**src/hw/rtl/sacf_pkg.sv**
```systemverilog
// ----------------------------------------------------------------------------
// sacf_pkg: shared types and constants for the set-associative lookup core
// Field widths, register indexes, reset values and the result beat layout.
// ----------------------------------------------------------------------------
package sacf_pkg;

  localparam int VAL_W  = 16;  // data_value / tag width
  localparam int CFG_W  = 9;   // widest config register
  localparam int WCFG_W = 4;   // way_count register width
  localparam int CNT_W  = 32;  // statistics counters
  localparam int IDX_W  = 1;   // config register index

  localparam logic [IDX_W-1:0] REG_SET_COUNT = 1'b0;
  localparam logic [IDX_W-1:0] REG_WAY_COUNT = 1'b1;

  localparam logic [CFG_W-1:0]  SET_COUNT_RST = 9'd1;
  localparam logic [WCFG_W-1:0] WAY_COUNT_RST = 4'd4;

  localparam int DEF_MAX_SETS    = 256;
  localparam int DEF_MAX_WAYS    = 8;
  localparam int QUEUE_DEPTH     = 2;
  localparam int DIGITS_PER_STEP = 4;  // remainder bits retired per cycle

  typedef struct packed {
    logic             is_hit;
    logic [2:0]       way_used;
    logic             did_replace;
    logic [VAL_W-1:0] evicted_value;
    logic [7:0]       set_used;
    logic [CNT_W-1:0] input_total;
    logic [CNT_W-1:0] hit_total;
    logic [CNT_W-1:0] miss_total;
    logic [CNT_W-1:0] replace_total;
  } result_t;

  function automatic logic [CNT_W-1:0] sat_inc(input logic [CNT_W-1:0] c);
    return (&c) ? c : c + CNT_W'(1);
  endfunction

endpackage

```
**src/hw/rtl/sacf_front.sv**
```systemverilog
// ----------------------------------------------------------------------------
// sacf_front: input classifier
// Accepts a value and computes its set index (value mod set count) with a
// restoring remainder unit, several bits per cycle, then queues the item.
// ----------------------------------------------------------------------------
module sacf_front #(
  parameter int SCNT_W = 9,
  parameter int SET_W  = 8
) (
  input  logic                        clk,
  input  logic                        rst,
  input  logic                        in_valid,
  output logic                        in_stall,
  input  logic [sacf_pkg::VAL_W-1:0]  in_value,
  input  logic [SCNT_W-1:0]           sets,
  input  logic                        hold,
  output logic                        q_push,
  output logic [sacf_pkg::VAL_W+SET_W-1:0] q_data,
  input  logic                        q_full
);
  import sacf_pkg::*;

  localparam int NSTEP   = VAL_W / DIGITS_PER_STEP;
  localparam int STEP_CW = (NSTEP > 1) ? $clog2(NSTEP) : 1;

  typedef enum logic [1:0] {F_IDLE, F_DIV, F_PUSH} fstate_t;

  fstate_t             st;
  logic [VAL_W-1:0]    val;
  logic [VAL_W-1:0]    shv;
  logic [SCNT_W-1:0]   rem;
  logic [SCNT_W-1:0]   div;
  logic [STEP_CW-1:0]  step;
  logic [SCNT_W-1:0]   rem_next;
  logic [SCNT_W:0]     trial;
  logic [SCNT_W-1:0]   set_src;
  logic                last_step;

  assign in_stall  = (st != F_IDLE) || hold;
  assign last_step = (step == STEP_CW'(NSTEP - 1));

  // one restoring step per bit; rem < div keeps trial below 2*div
  always_comb begin
    rem_next = rem;
    trial    = '0;
    for (int i = 0; i < DIGITS_PER_STEP; i++) begin
      trial = {rem_next, shv[VAL_W-1-i]};
      if (trial >= {1'b0, div}) begin
        trial = trial - {1'b0, div};
      end
      rem_next = trial[SCNT_W-1:0];
    end
  end

  assign set_src = (st == F_DIV) ? rem_next : rem;
  assign q_data  = {val, set_src[SET_W-1:0]};
  assign q_push  = ((st == F_DIV) && last_step && !q_full) ||
                   ((st == F_PUSH) && !q_full);

  always_ff @(posedge clk) begin
    if (rst) begin
      st <= F_IDLE;
    end else begin
      case (st)
        F_IDLE: begin
          if (in_valid && !in_stall) begin
            val  <= in_value;
            shv  <= in_value;
            rem  <= '0;
            div  <= sets;
            step <= '0;
            st   <= F_DIV;
          end
        end
        F_DIV: begin
          rem  <= rem_next;
          shv  <= shv << DIGITS_PER_STEP;
          step <= step + STEP_CW'(1);
          if (last_step) begin
            st <= q_full ? F_PUSH : F_IDLE;
          end
        end
        F_PUSH: begin
          if (!q_full) begin
            st <= F_IDLE;
          end
        end
        default: st <= F_IDLE;
      endcase
    end
  end

  a_no_overflow: assert property (@(posedge clk) disable iff (rst) q_push |-> !q_full)
    else $error("push into full queue");

endmodule

```
**config.mk**
```make
export PLATFORM = sky130hd
export DESIGN_NAME = sacf_front
export DESIGN_NICKNAME = d
export VERILOG_FILES = /design/src/hw/rtl/sacf_pkg.sv /design/src/hw/rtl/sacf_front.sv
export SDC_FILE = /design/constraint.sdc
export NUM_CORES = 1
export LEC_CHECK = 0
export ABC_CLOCK_PERIOD_IN_PS = 15100
export BUFFER_PORTS_ARGS = -buffer_cell sky130_fd_sc_hd__buf_2
export CORE_AREA = 2 2 93 104
export CTS_CLUSTER_DIAMETER = 50
export DETAILED_ROUTE_END_ITERATION = 12
export DIE_AREA = 0 0 95 106
export MAX_ROUTING_LAYER = met4
export PLACE_DENSITY = 0.63
export SLEW_MARGIN = 40
export SYNTH_ARGS = -nofsm -noshare
export SYNTH_HDL_FRONTEND = slang
export SYNTH_SLANG_ARGS = --single-unit
```
**constraint.sdc**
```tcl
create_clock -name clk -period 15.1 [get_ports clk]
set_clock_uncertainty 0.15 [all_clocks]
set_input_delay 3.02 -clock clk [delete_from_list [all_inputs] [get_ports clk]]
set_output_delay 3.02 -clock clk [all_outputs]
set_load 0.02 [all_outputs]
```
==> flow_summary.ini <==
[synthesis]
synthFlopType = edfxtp_1
yosysSeqAreaShare_pct = 40.2
ys_ff_latch = 54
yosysTopAreaCell = edfxtp_1
ys_warn_count = 0
synthCells = 378
synth_top_area_share_pct = 39.2
synth_edf_count = 52
async_flop_share_pct = 0
syn-mean-instance-area_um2 = 10.5
synth_nets = 449
syn_area_um2 = 3990
synth.distinct_cells = 57
yosys-top-cells-area = edfxtp_1 (39%), ha_1 (12%), mux2_2 (5.1%), xnor2_1 (3.5%), nor2_1 (3.0%)

[detailed_routing]
via_count = 3053
drt_pass1_iterations = 4
drt_iter0_drc = 182
routedWlPerCell_um = 17.3
drc_errors = 0
drt-total-wl_um = 9560
drtAntennaViolNets = 0
viasPerCell = 5.53

[min_path]
hp-start = shv[9]
hold_path_depth = 1
holdPathEnd = shv[13]
hold_class = flip-flop to flip-flop

[worst_setup_path]
critPathLaunch = div[0]
worstReg2RegStart = div[0]
critPathArrivalTime_ps = 9320
crit_required_ps = 11930
worstRegToRegCells = 33
r2r-end = rem[5]
crit_type = flip-flop to output port
cp_slowest_cell = edfxtp_1
end_kind = output port
startpoint_type = flip-flop
slowest_delay_ps = 520
ff2ff_setup_slack_ps = 6000
cp_max_fo = 13

[sta]
tightestPinTransition_ps = 514
worst_slack_ps = 2610
finalHoldViolCount = 0
rsz0062_at_grt = no
final.min_clock_period_ps = 12490
slew_headroom_pct = 65.3
setup_viol = 0
setup_tns_ps = 0
finalCritPeriodShare_pct = 82.7
slew_violations = 0
fmax_ghz = 0.0801

[clock_network]
clock_latency_ps = 320
post-cts-setup-buffers = 0
cts-root-buf = clkbuf_8
numCtsBuffers = 5
clkTransAtPathRegs_ps = 100
clockBufferDepth = 2
cts-resized-gates = 0
h-tree-depth = 2
cts_tree = done
clock_sinks = 54
hold_buffers = 0

[cells_and_area]
final_cell_mix = buf_2 (55), edfxtp_1 (52), ha_1 (37)
syn_to_final_growth_pct = 13.9
drive_gt1_share_pct = 24.1
final_nets = 505
antenna_cells = 0
final_common_cell = buf_2
postLayoutCellArea_um2 = 4540

[global_route]
grt_usage_pct = 20.7
first_global_vias = 3060
grt_pass1_wl_um = 15300
antenna_found_initial = 0
grt_max_degree = 44
grt-ovfl-total = 0

[place]
port_buffers = 55
place_ws_ps = 3100
placed_cell_area_um2 = 4400
post-dp-hpwl_um = 7480
gp_congestion = 0.910

[die]
die-area_um2 = 10100
num_rows = 37
die_y_um = 106
design.core.area_um2 = 9120
pin_count = 56
die_w_um = 95
start_util_pct = 43.7

[run]
drv_cap = 0

[status]
status = complete, no violations
## kinds of logic (layout without fill, tap and decap cells)
family	after synthesis	count (layout)	share of synthesized area (%)
simple gates	102	102	12.2
compound gates	98	98	17.7
flops	54	54	40.2
fa+ha+maj	41	41	13.6
buf+inv	32	89	3.14
mux	28	28	8.03
xor+xnor	23	23	5.05
## through the flow
stage,instances,hold slack [ps],util [%]
after floorplan,378,353,-
after global placement,544,379,48.2
after detailed placement,544,387,48.2
after CTS,552,403,49.7
after global routing,552,426,49.8
final,552,393,49.8
## registers in the layout (all words and copies together), names as in the netlist
name / count
shv: 16
rem: 9
step: 2
val: 16
div: 9
st: 2
## worst max-delay path: cells and delay by family, from the launching register on
family | cells | cell delay [ps]
adder cells (fa/ha/maj) | 5 | 1820
flip-flops | 1 | 520
AND/OR/NAND/NOR | 6 | 1330
buffers and inverters | 3 | 370
AO/OA/AOI/OAI | 18 | 4370
multiplexers | 2 | 600
## worst max-delay path by stage
stage | slack [ps] | to | cells after the start
floorplan | 4100 | q_data[2] | 38
global placement | 3290 | q_data[3] | 34
detailed placement | 3100 | q_data[1] | 34
CTS | 2670 | q_data[1] | 34
global route | 1880 | q_data[1] | 34
finish | 2610 | q_data[1] | 34
## cell type report
cell class | count | area [um2]
clock buffers | 5 | 68.8
clock inverters | 3 | 68.8
fillers | 845 | 4580
inverters | 24 | 90.1
multi-input cells | 292 | 2270
flip-flops and latches | 54 | 1600
well taps | 117 | 146
repair buffers | 57 | 290
## Yosys cell counts (2+ instances only)
library cell  instances
nand3_1               2
o221a_2               3
inv_1                24
xnor2_1              16
o22ai_1               2
o21bai_1              4
a21oi_1              22
o221ai_1              3
clkbuf_1              6
edfxtp_1             52
nand4_1               6
dfxtp_1               2
fa_1                  4
mux2i_1               8
nor2_1               32
ha_1                 37
nand2_1              31
nor3_1                4
a21o_1               11
o31ai_1               2
mux2_2               18
a211oi_1              5
or2_2                 2
nor2b_1               5
or3_1                 3
xor2_1                7
nand2b_1              3
and2_1                8
a211o_1               2
o21ai_0              20
o21a_1                8
## layer usage
metal	GRT usage, %	wire length [um]	up-vias
li1	-	-	1514
met1	26.2	4180	1436
met2	32.4	4680	81
met3	2.76	372	22
met4	10.2	330	0
met5	-	0	-
Power is not shown: default switching activity piles up to over one toggle a cycle in this logic, so the estimate is an artifact.
