[src/hw/rtl/sacf_pkg.sv]
// ----------------------------------------------------------------------------
// sacf_pkg: shared types and constants for the set-associative lookup core
// Field widths, register indexes, reset values and the result beat layout.
// ----------------------------------------------------------------------------
package sacf_pkg;

  localparam int VAL_W  = 16;  // data_value / tag width
  localparam int CFG_W  = 9;   // widest config register
  localparam int WCFG_W = 4;   // way_count register width
  localparam int CNT_W  = 32;  // statistics counters
  localparam int IDX_W  = 1;   // config register index

  localparam logic [IDX_W-1:0] REG_SET_COUNT = 1'b0;
  localparam logic [IDX_W-1:0] REG_WAY_COUNT = 1'b1;

  localparam logic [CFG_W-1:0]  SET_COUNT_RST = 9'd1;
  localparam logic [WCFG_W-1:0] WAY_COUNT_RST = 4'd4;

  localparam int DEF_MAX_SETS    = 256;
  localparam int DEF_MAX_WAYS    = 8;
  localparam int QUEUE_DEPTH     = 2;
  localparam int DIGITS_PER_STEP = 4;  // remainder bits retired per cycle

  typedef struct packed {
    logic             is_hit;
    logic [2:0]       way_used;
    logic             did_replace;
    logic [VAL_W-1:0] evicted_value;
    logic [7:0]       set_used;
    logic [CNT_W-1:0] input_total;
    logic [CNT_W-1:0] hit_total;
    logic [CNT_W-1:0] miss_total;
    logic [CNT_W-1:0] replace_total;
  } result_t;

  function automatic logic [CNT_W-1:0] sat_inc(input logic [CNT_W-1:0] c);
    return (&c) ? c : c + CNT_W'(1);
  endfunction

endpackage

[src/hw/rtl/sacf_queue.sv]
// ----------------------------------------------------------------------------
// sacf_queue: small FIFO between classifier and lookup engine
// Holds value and set index of classified items until the back end pops them.
// ----------------------------------------------------------------------------
module sacf_queue #(
  parameter int DW    = 24,
  parameter int DEPTH = sacf_pkg::QUEUE_DEPTH
) (
  input  logic          clk,
  input  logic          rst,
  input  logic          push,
  input  logic [DW-1:0] push_data,
  output logic          full,
  input  logic          pop,
  output logic          not_empty,
  output logic [DW-1:0] head
);
  localparam int PW = (DEPTH > 1) ? $clog2(DEPTH) : 1;
  localparam int CW = $clog2(DEPTH + 1);

  logic [DW-1:0] slot [DEPTH];
  logic [PW-1:0] wr_ptr;
  logic [PW-1:0] rd_ptr;
  logic [CW-1:0] count;

  assign full      = (count == CW'(DEPTH));
  assign not_empty = (count != '0);
  assign head      = slot[rd_ptr];

  always_ff @(posedge clk) begin
    if (push) begin
      slot[wr_ptr] <= push_data;
    end
  end

  always_ff @(posedge clk) begin
    if (rst) begin
      wr_ptr <= '0;
      rd_ptr <= '0;
      count  <= '0;
    end else begin
      if (push) begin
        wr_ptr <= (32'(wr_ptr) == DEPTH - 1) ? '0 : wr_ptr + PW'(1);
      end
      if (pop) begin
        rd_ptr <= (32'(rd_ptr) == DEPTH - 1) ? '0 : rd_ptr + PW'(1);
      end
      if (push && !pop) begin
        count <= count + CW'(1);
      end else if (pop && !push) begin
        count <= count - CW'(1);
      end
    end
  end

endmodule

[config.mk]
export PLATFORM = sky130hd
export DESIGN_NAME = sacf_queue
export DESIGN_NICKNAME = d
export VERILOG_FILES = /design/src/hw/rtl/sacf_pkg.sv /design/src/hw/rtl/sacf_queue.sv
export SDC_FILE = /design/constraint.sdc
export NUM_CORES = 1
export LEC_CHECK = 0
export ABC_AREA = 1
export BUFFER_PORTS_ARGS = -buffer_cell sky130_fd_sc_hd__buf_4
export CAP_MARGIN = 30
export CORE_ASPECT_RATIO = 1.4
export CORE_MARGIN = 2
export CORE_UTILIZATION = 25
export CTS_CLUSTER_DIAMETER = 30
export DETAILED_ROUTE_END_ITERATION = 8
export GPL_ROUTABILITY_DRIVEN = 0
export SYNTH_ARGS = -nofsm -noshare
export SYNTH_HDL_FRONTEND = slang
export SYNTH_SLANG_ARGS = --single-unit
[constraint.sdc]
create_clock -name clk -period 2.1 [get_ports clk]
set_clock_uncertainty 0.1 [all_clocks]
set_input_delay 0.42 -clock clk [delete_from_list [all_inputs] [get_ports clk]]
set_output_delay 0.42 -clock clk [all_outputs]
set_load 0.02 [all_outputs]
==> results of run 1 <==
-- cell type report --
type                       instances  area, um2  area share (%)
multi-input combinational         43        440            16.2
inverter                           9       33.8            1.24
clock inverter                     1       8.76           0.322
sequential                        53       1540            56.6
timing repair buffer              59        443            16.3
tap                              102        128            4.69
clock buffer                       6        129            4.73
-- sequential cells by signal (all words and copies together) (netlist names), named ones only --
signal	count
slot	48
count	2
wr_ptr	1
rd_ptr	1
-- cells in the final DEF, fill, tap and decap left out, types with 4 or more instances in the layout --
cell type,netlist,routed
buf_4,0,59
edfxtp_1,48,48
mux2_4,20,20
inv_1,9,9
nand2_1,6,6
nor2_1,6,5
dfxtp_1,5,5
clkbuf_16,0,5
mux2_2,4,4
-- logic make-up (layout without fill, tap and decap cells) --
logic type | Yosys count | in the layout | synth area share [%]
flops | 53 | 53 | 74.7
mux | 24 | 24 | 16.7
simple gates | 15 | 15 | 2.97
buf+inv | 12 | 75 | 4.12
compound gates | 2 | 2 | 0.484
fa+ha+maj | 1 | 1 | 0.606
xor+xnor | 1 | 1 | 0.424
-- per-stage QoR --
stage	instances	hold WS (ns)	utilization, %
floorplan	108	0.380	-
global placement	266	0.401	31.9
detailed placement	266	0.417	31.9
CTS	273	0.209	33.6
global route	273	0.206	33.6
finish	273	0.217	33.6
-- worst max-delay path by stage --
stage                         from    endpoint  slack (ns)  depth (start not counted)
after floorplan               push  slot[0][0]        0.12                          2
after global placement    register     head[8]        0.48                          3
after detailed placement  register     head[4]        0.47                          3
after CTS                 register     head[4]        0.16                          3
after global routing      register     head[4]        0.11                          3
final                     register     head[4]        0.17                          3
-- power groups by stage --
stage | clock (W) | sequential, W | combinational (W)
floorplan | 0 | 0.00125 | 0.000238
global placement | 0 | 0.00125 | 0.000377
detailed placement | 0 | 0.00126 | 0.000382
CTS | 0.000790 | 0.00123 | 0.000383
global route | 0.000833 | 0.00124 | 0.000404
finish | 0.000762 | 0.00123 | 0.000373
-- layer usage --
layer | track usage, % | routed length (um)
met1 | 8.26 | 1210
met2 | 14.8 | 2000
met3 | 2.19 | 212
met4 | 4.41 | 101
met5 | 0 | 0
-- cells in the mapped netlist --
cell type | number | area share, %
edfxtp_1 | 48 | 70
mux2_4 | 20 | 15
inv_1 | 9 | 1.6
nand2_1 | 6 | 1.1
nor2_1 | 6 | 1.1
dfxtp_1 | 5 | 4.8
mux2_2 | 4 | 2.2
buf_12 | 2 | 1.9
a21oi_1 | 1 | 0.24
buf_6 | 1 | 0.55
ha_1 | 1 | 0.61
nand3_1 | 1 | 0.24
nand4_1 | 1 | 0.30
nor3_1 | 1 | 0.24
o21ai_0 | 1 | 0.24
xnor2_1 | 1 | 0.42
==> key figures, run 1 <==
Clocking
  • Clk root buf: clkbuf_16
  • Postcts setup bufs: 0
  • Latest clock arrival within the worst-skew pair: 0.28 ns
  • CTS buffer count: 5
  • CTS HTree Levels: 2
  • Max Buffers Root-to-Sink: 2
  • Hold buffer count at cts: 0
  • CTS Sinks: 53
  • Post-CTS Resized: 0
  • Clock transition at path regs: 0.07 ns
  • TritonCTS clock tree: built

Power
  • Sw frac: 22.1%
  • PD cells: 869 nW/um2
  • Clock Power Share: 32.2%
  • Switching power total: 0.000524 W
  • Peak VDD IR: 0.000352 V
  • Pwr Total: 0.00237 W
  • Static leakage: 1.10 nW
  • Internal power: 0.00184 W
  • Combinational share of power: 15.8%
  • Sequential power share: 52.0%

Die
  • Die Y-Extent: 112 um
  • Die area: 9010 um2
  • Ports: 54
  • Initial Util: 25.5%
  • DIE WIDTH: 80.8 um
  • # rows: 39
  • Core Box Area: 8100 um2

STA
  • Worst Tran Pin Value: 0.251 ns
  • RSZ-0062 raised after global routing: false
  • Final setup viols: 0
  • Max_slew headroom: 83.3%
  • Period utilization: 91.7%
  • Final min period: 1.93 ns
  • Setup slack after layout: 0.175 ns
  • Setup TNS Final: 0 ns
  • Max Fclk: 0.519 GHz
  • Final Max Slew Viols: 0
  • Fin. Hold Viols: 0

Final layout
  • Fill cells: 821
  • N_diodes: 0
  • Area growth, synth to finish: 31.9%
  • Post-route cell area: 2720 um2
  • Layout cells sized above 1: 52.6%
  • Final nets: 200

Synthesis
  • Yosys reg bits: 53
  • Cells after synthesis: 108
  • Avg Cell Area, Syn: 19.1 um2
  • Syn. warnings: 0
  • Distinct cells, synth: 16
  • Share of the yosys chip area belonging to registers: 74.7%
  • Post-synthesis net count: 137
  • Mapped cell area: 2060 um2

Detailed routing
  • Vias: 1066
  • Final WL: 3530 um
  • Vias per inst: 3.90
  • DRT antenna net count: 0
  • Initial drt markers: 34
  • DRC Markers: 0
  • Mean routed wirelength per cell: 12.9 um
  • DR pass1 iterations: 4

Hold path
  • Hold endpoint: slot[0][4]
  • Min-delay worst type: input pin to register
  • Worst hold path startpoint: push_data[4]
  • Hold path depth: 1

Placed design
  • Placed Area: 2590 um2
  • Place WS: 0.473 ns
  • Final HPWL DP: 2570 um
  • Port bufs: 53

Global routing
  • Initial antenna violation count: 0
  • Total gr overflow: 0
  • Vias in the first global route: 1106
  • Largest net degree at the start of global routing: 16
  • Global-route wire length before repair: 5470 um
  • Gr usage total: 8.18%

Setup path
  • R2R depth: 3
  • Crit end category: output pin
  • Cell with the biggest individual delay on the critical path: mux2_2
  • Cell mode on critical path: buf_4
  • Crit path cell chain: buf_4 -> mux2_2 -> buf_4
  • Crit path DAT: 1.41 ns
  • Crit path largest cell delay: 0.37 ns
  • Critical path startpoint category: register
  • Worst R2R End: slot[1][14]
  • Worst flop-to-flop path startpoint: wr_ptr
  • Worst EP required: 1.58 ns
  • Crit path max fanout: 14
  • Delay-heaviest family, CP: buffers and inverters
  • Reg2reg setup slack: 0.95 ns
  • Setup CP Type: register to output pin
  • CP bufs+invs: 2

Outcome
  • Status: finished clean

Flow run
  • Max-cap violations: 0
No activity file was read; power rests on OpenSTA's default activity.
==> run 2, diff against run 1 <==
--- a/config.mk
+++ b/config.mk
@@ -10,10 +10,12 @@
 export CAP_MARGIN = 30
 export CORE_ASPECT_RATIO = 1.4
 export CORE_MARGIN = 2
-export CORE_UTILIZATION = 25
+export CORE_UTILIZATION = 51
 export CTS_CLUSTER_DIAMETER = 30
 export DETAILED_ROUTE_END_ITERATION = 8
 export GPL_ROUTABILITY_DRIVEN = 0
+export PLACE_DENSITY = 0.77
+export SLEW_MARGIN = 0
 export SYNTH_ARGS = -nofsm -noshare
 export SYNTH_HDL_FRONTEND = slang
 export SYNTH_SLANG_ARGS = --single-unit
==> run 2 against run 1 <==
Against the previous run: sequential share of layout area up 2.9 points; worst setup slack worse by 0.065 ns; critical endpoint is now head[8]; hold slack worse by 0.012 ns; highest routed layer unchanged; largest power group unchanged; critical path type unchanged; register-to-register slack worse by 0.23 ns.
==> key figures, run 2 (synthesis results as in run 1) <==
Outcome
  • Status: finished clean

Die
  • Initial Util: 52.7%
  • Die Y-Extent: 79.3 um
  • Ports: 54
  • Core Box Area: 3920 um2
  • # rows: 27
  • DIE WIDTH: 57.8 um
  • Die area: 4580 um2

Power
  • PD cells: 821 nW/um2
  • Static leakage: 1.07 nW
  • Peak VDD IR: 0.000633 V

Detailed routing
  • Mean routed wirelength per cell: 15.8 um
  • DRT antenna net count: 0
  • Final WL: 3390 um
  • Initial drt markers: 30
  • Vias per inst: 5.03
  • DRC Markers: 0
  • DR pass1 iterations: 3
  • Vias: 1082

Final layout
  • Final nets: 200
  • Max FFs per register: 48
  • Area growth, synth to finish: 25.6%
  • Top reg by flops: slot
  • Area occupied by multi-input gates: 440 um2
  • Most common cell after layout, fill and taps aside: buf_4
  • N_diodes: 0
  • Regs by FF count: slot x48, count x2
  • Register Area: 1540 um2
  • Fill cells: 284
  • Commonest non-fill, non-tap cells in the layout: buf_4, edfxtp_1, mux2_4
  • Layout cells sized above 1: 51.7%

Setup path
  • Cell mode on critical path: buf_4
  • CP bufs+invs: 2
  • Crit path max fanout: 17
  • Delay-heaviest family, CP: buffers and inverters
  • Setup CP Type: register to output pin
  • R2R depth: 3
  • Crit path DAT: 1.47 ns
  • Crit path largest cell delay: 0.38 ns
  • WP depth: 3
  • Crit end category: output pin
  • Critical path startpoint category: register
  • Cell with the biggest individual delay on the critical path: mux2_2
  • Worst EP required: 1.58 ns
  • Crit path cell chain: buf_4 -> mux2_2 -> buf_4

STA
  • Setup TNS Final: 0 ns
  • Worst Tran Pin Value: 0.405 ns
  • Final Max Slew Viols: 0
  • Fin. Hold Viols: 0
  • Final setup viols: 0
  • Max_slew headroom: 73.0%
  • Setup slack after layout: 0.110 ns
  • Max Fclk: 0.502 GHz
  • RSZ-0062 raised after global routing: false
  • Final min period: 1.99 ns
  • Period utilization: 94.8%

Clocking
  • CTS Sinks: 53
  • CTS buffer count: 5
  • Postcts setup bufs: 0
  • TritonCTS clock tree: built
  • Clk root buf: clkbuf_8
  • CTS HTree Levels: 2
  • Clock transition at path regs: 0.08 ns
  • Hold buffer count at cts: 0
  • Max Buffers Root-to-Sink: 2
  • Latest clock arrival within the worst-skew pair: 0.29 ns
  • Post-CTS Resized: 0

Global routing
  • Largest net degree at the start of global routing: 18
  • Vias in the first global route: 1172
  • Gr usage total: 16.0%
  • Total gr overflow: 0
  • Global-route wire length before repair: 5350 um
  • Initial antenna violation count: 0

Flow run
  • Max-cap violations: 0

Hold path
  • Min-delay worst type: input pin to register
  • Hold path depth: 1

Placed design
  • Port bufs: 53
  • Final HPWL DP: 2560 um
  • Place WS: 0.421 ns
==> run 2: worst paths after layout <==
check / startpoint / endpoint / slack [ns]
min: push_data[9] / slot[1][9] / 0.20
max: register / head[8] / 0.11
min reg2reg: rd_ptr / register / 0.42
max reg2reg: wr_ptr / slot[1][2] / 0.72
==> run 2: per-layer routing <==
layer | track usage (%) | up-vias | wire, um
met1 | 15.5 | 521 | 1210
li1 | - | 518 | -
met2 | 29.7 | 36 | 1920
met5 | 0 | - | 0
met3 | 5.05 | 7 | 194
met4 | 7.67 | 0 | 68
==> run 2: power breakdown <==
part / internal (W) / total (W) / switching (W) / leakage [nW]
Clock: 0.000232 / 0.000525 / 0.000292 / 0.0399
Combinational: 0.000190 / 0.000372 / 0.000181 / 0.541
Sequential: 0.00121 / 0.00123 / 0.0000184 / 0.492
==> run 2: area by class of cell <==
class                   count  share of cell area (%)
clock buffers               7                    2.94
clock inverters             1                   0.145
inverters                   9                    1.30
multi-input cells          43                    17.0
flip-flops and latches     53                    59.5
well taps                  43                    2.08
repair buffers             59                    17.1
==> run 2: worst register-to-register path: stages, from the launching register on <==
cell	delay, ns
dfxtp_1	0.37
nand2_1	0.06
inv_1	0.27
buf_4	0.27
==> run 2: stage by stage <==
step | instance area, um2 | cells | total power [W] | utilization (%) | hold WS [ns]
after CTS | 2590 | 215 | 0.00216 | 66.2 | 0.192
after floorplan | 2060 | 108 | 0.00149 | - | 0.380
final | 2590 | 215 | 0.00213 | 66.2 | 0.205
after detailed placement | 2510 | 207 | 0.00164 | 64.1 | 0.402
after global placement | 2510 | 207 | 0.00162 | 64.1 | 0.401
after global routing | 2590 | 215 | 0.00222 | 66.2 | 0.189
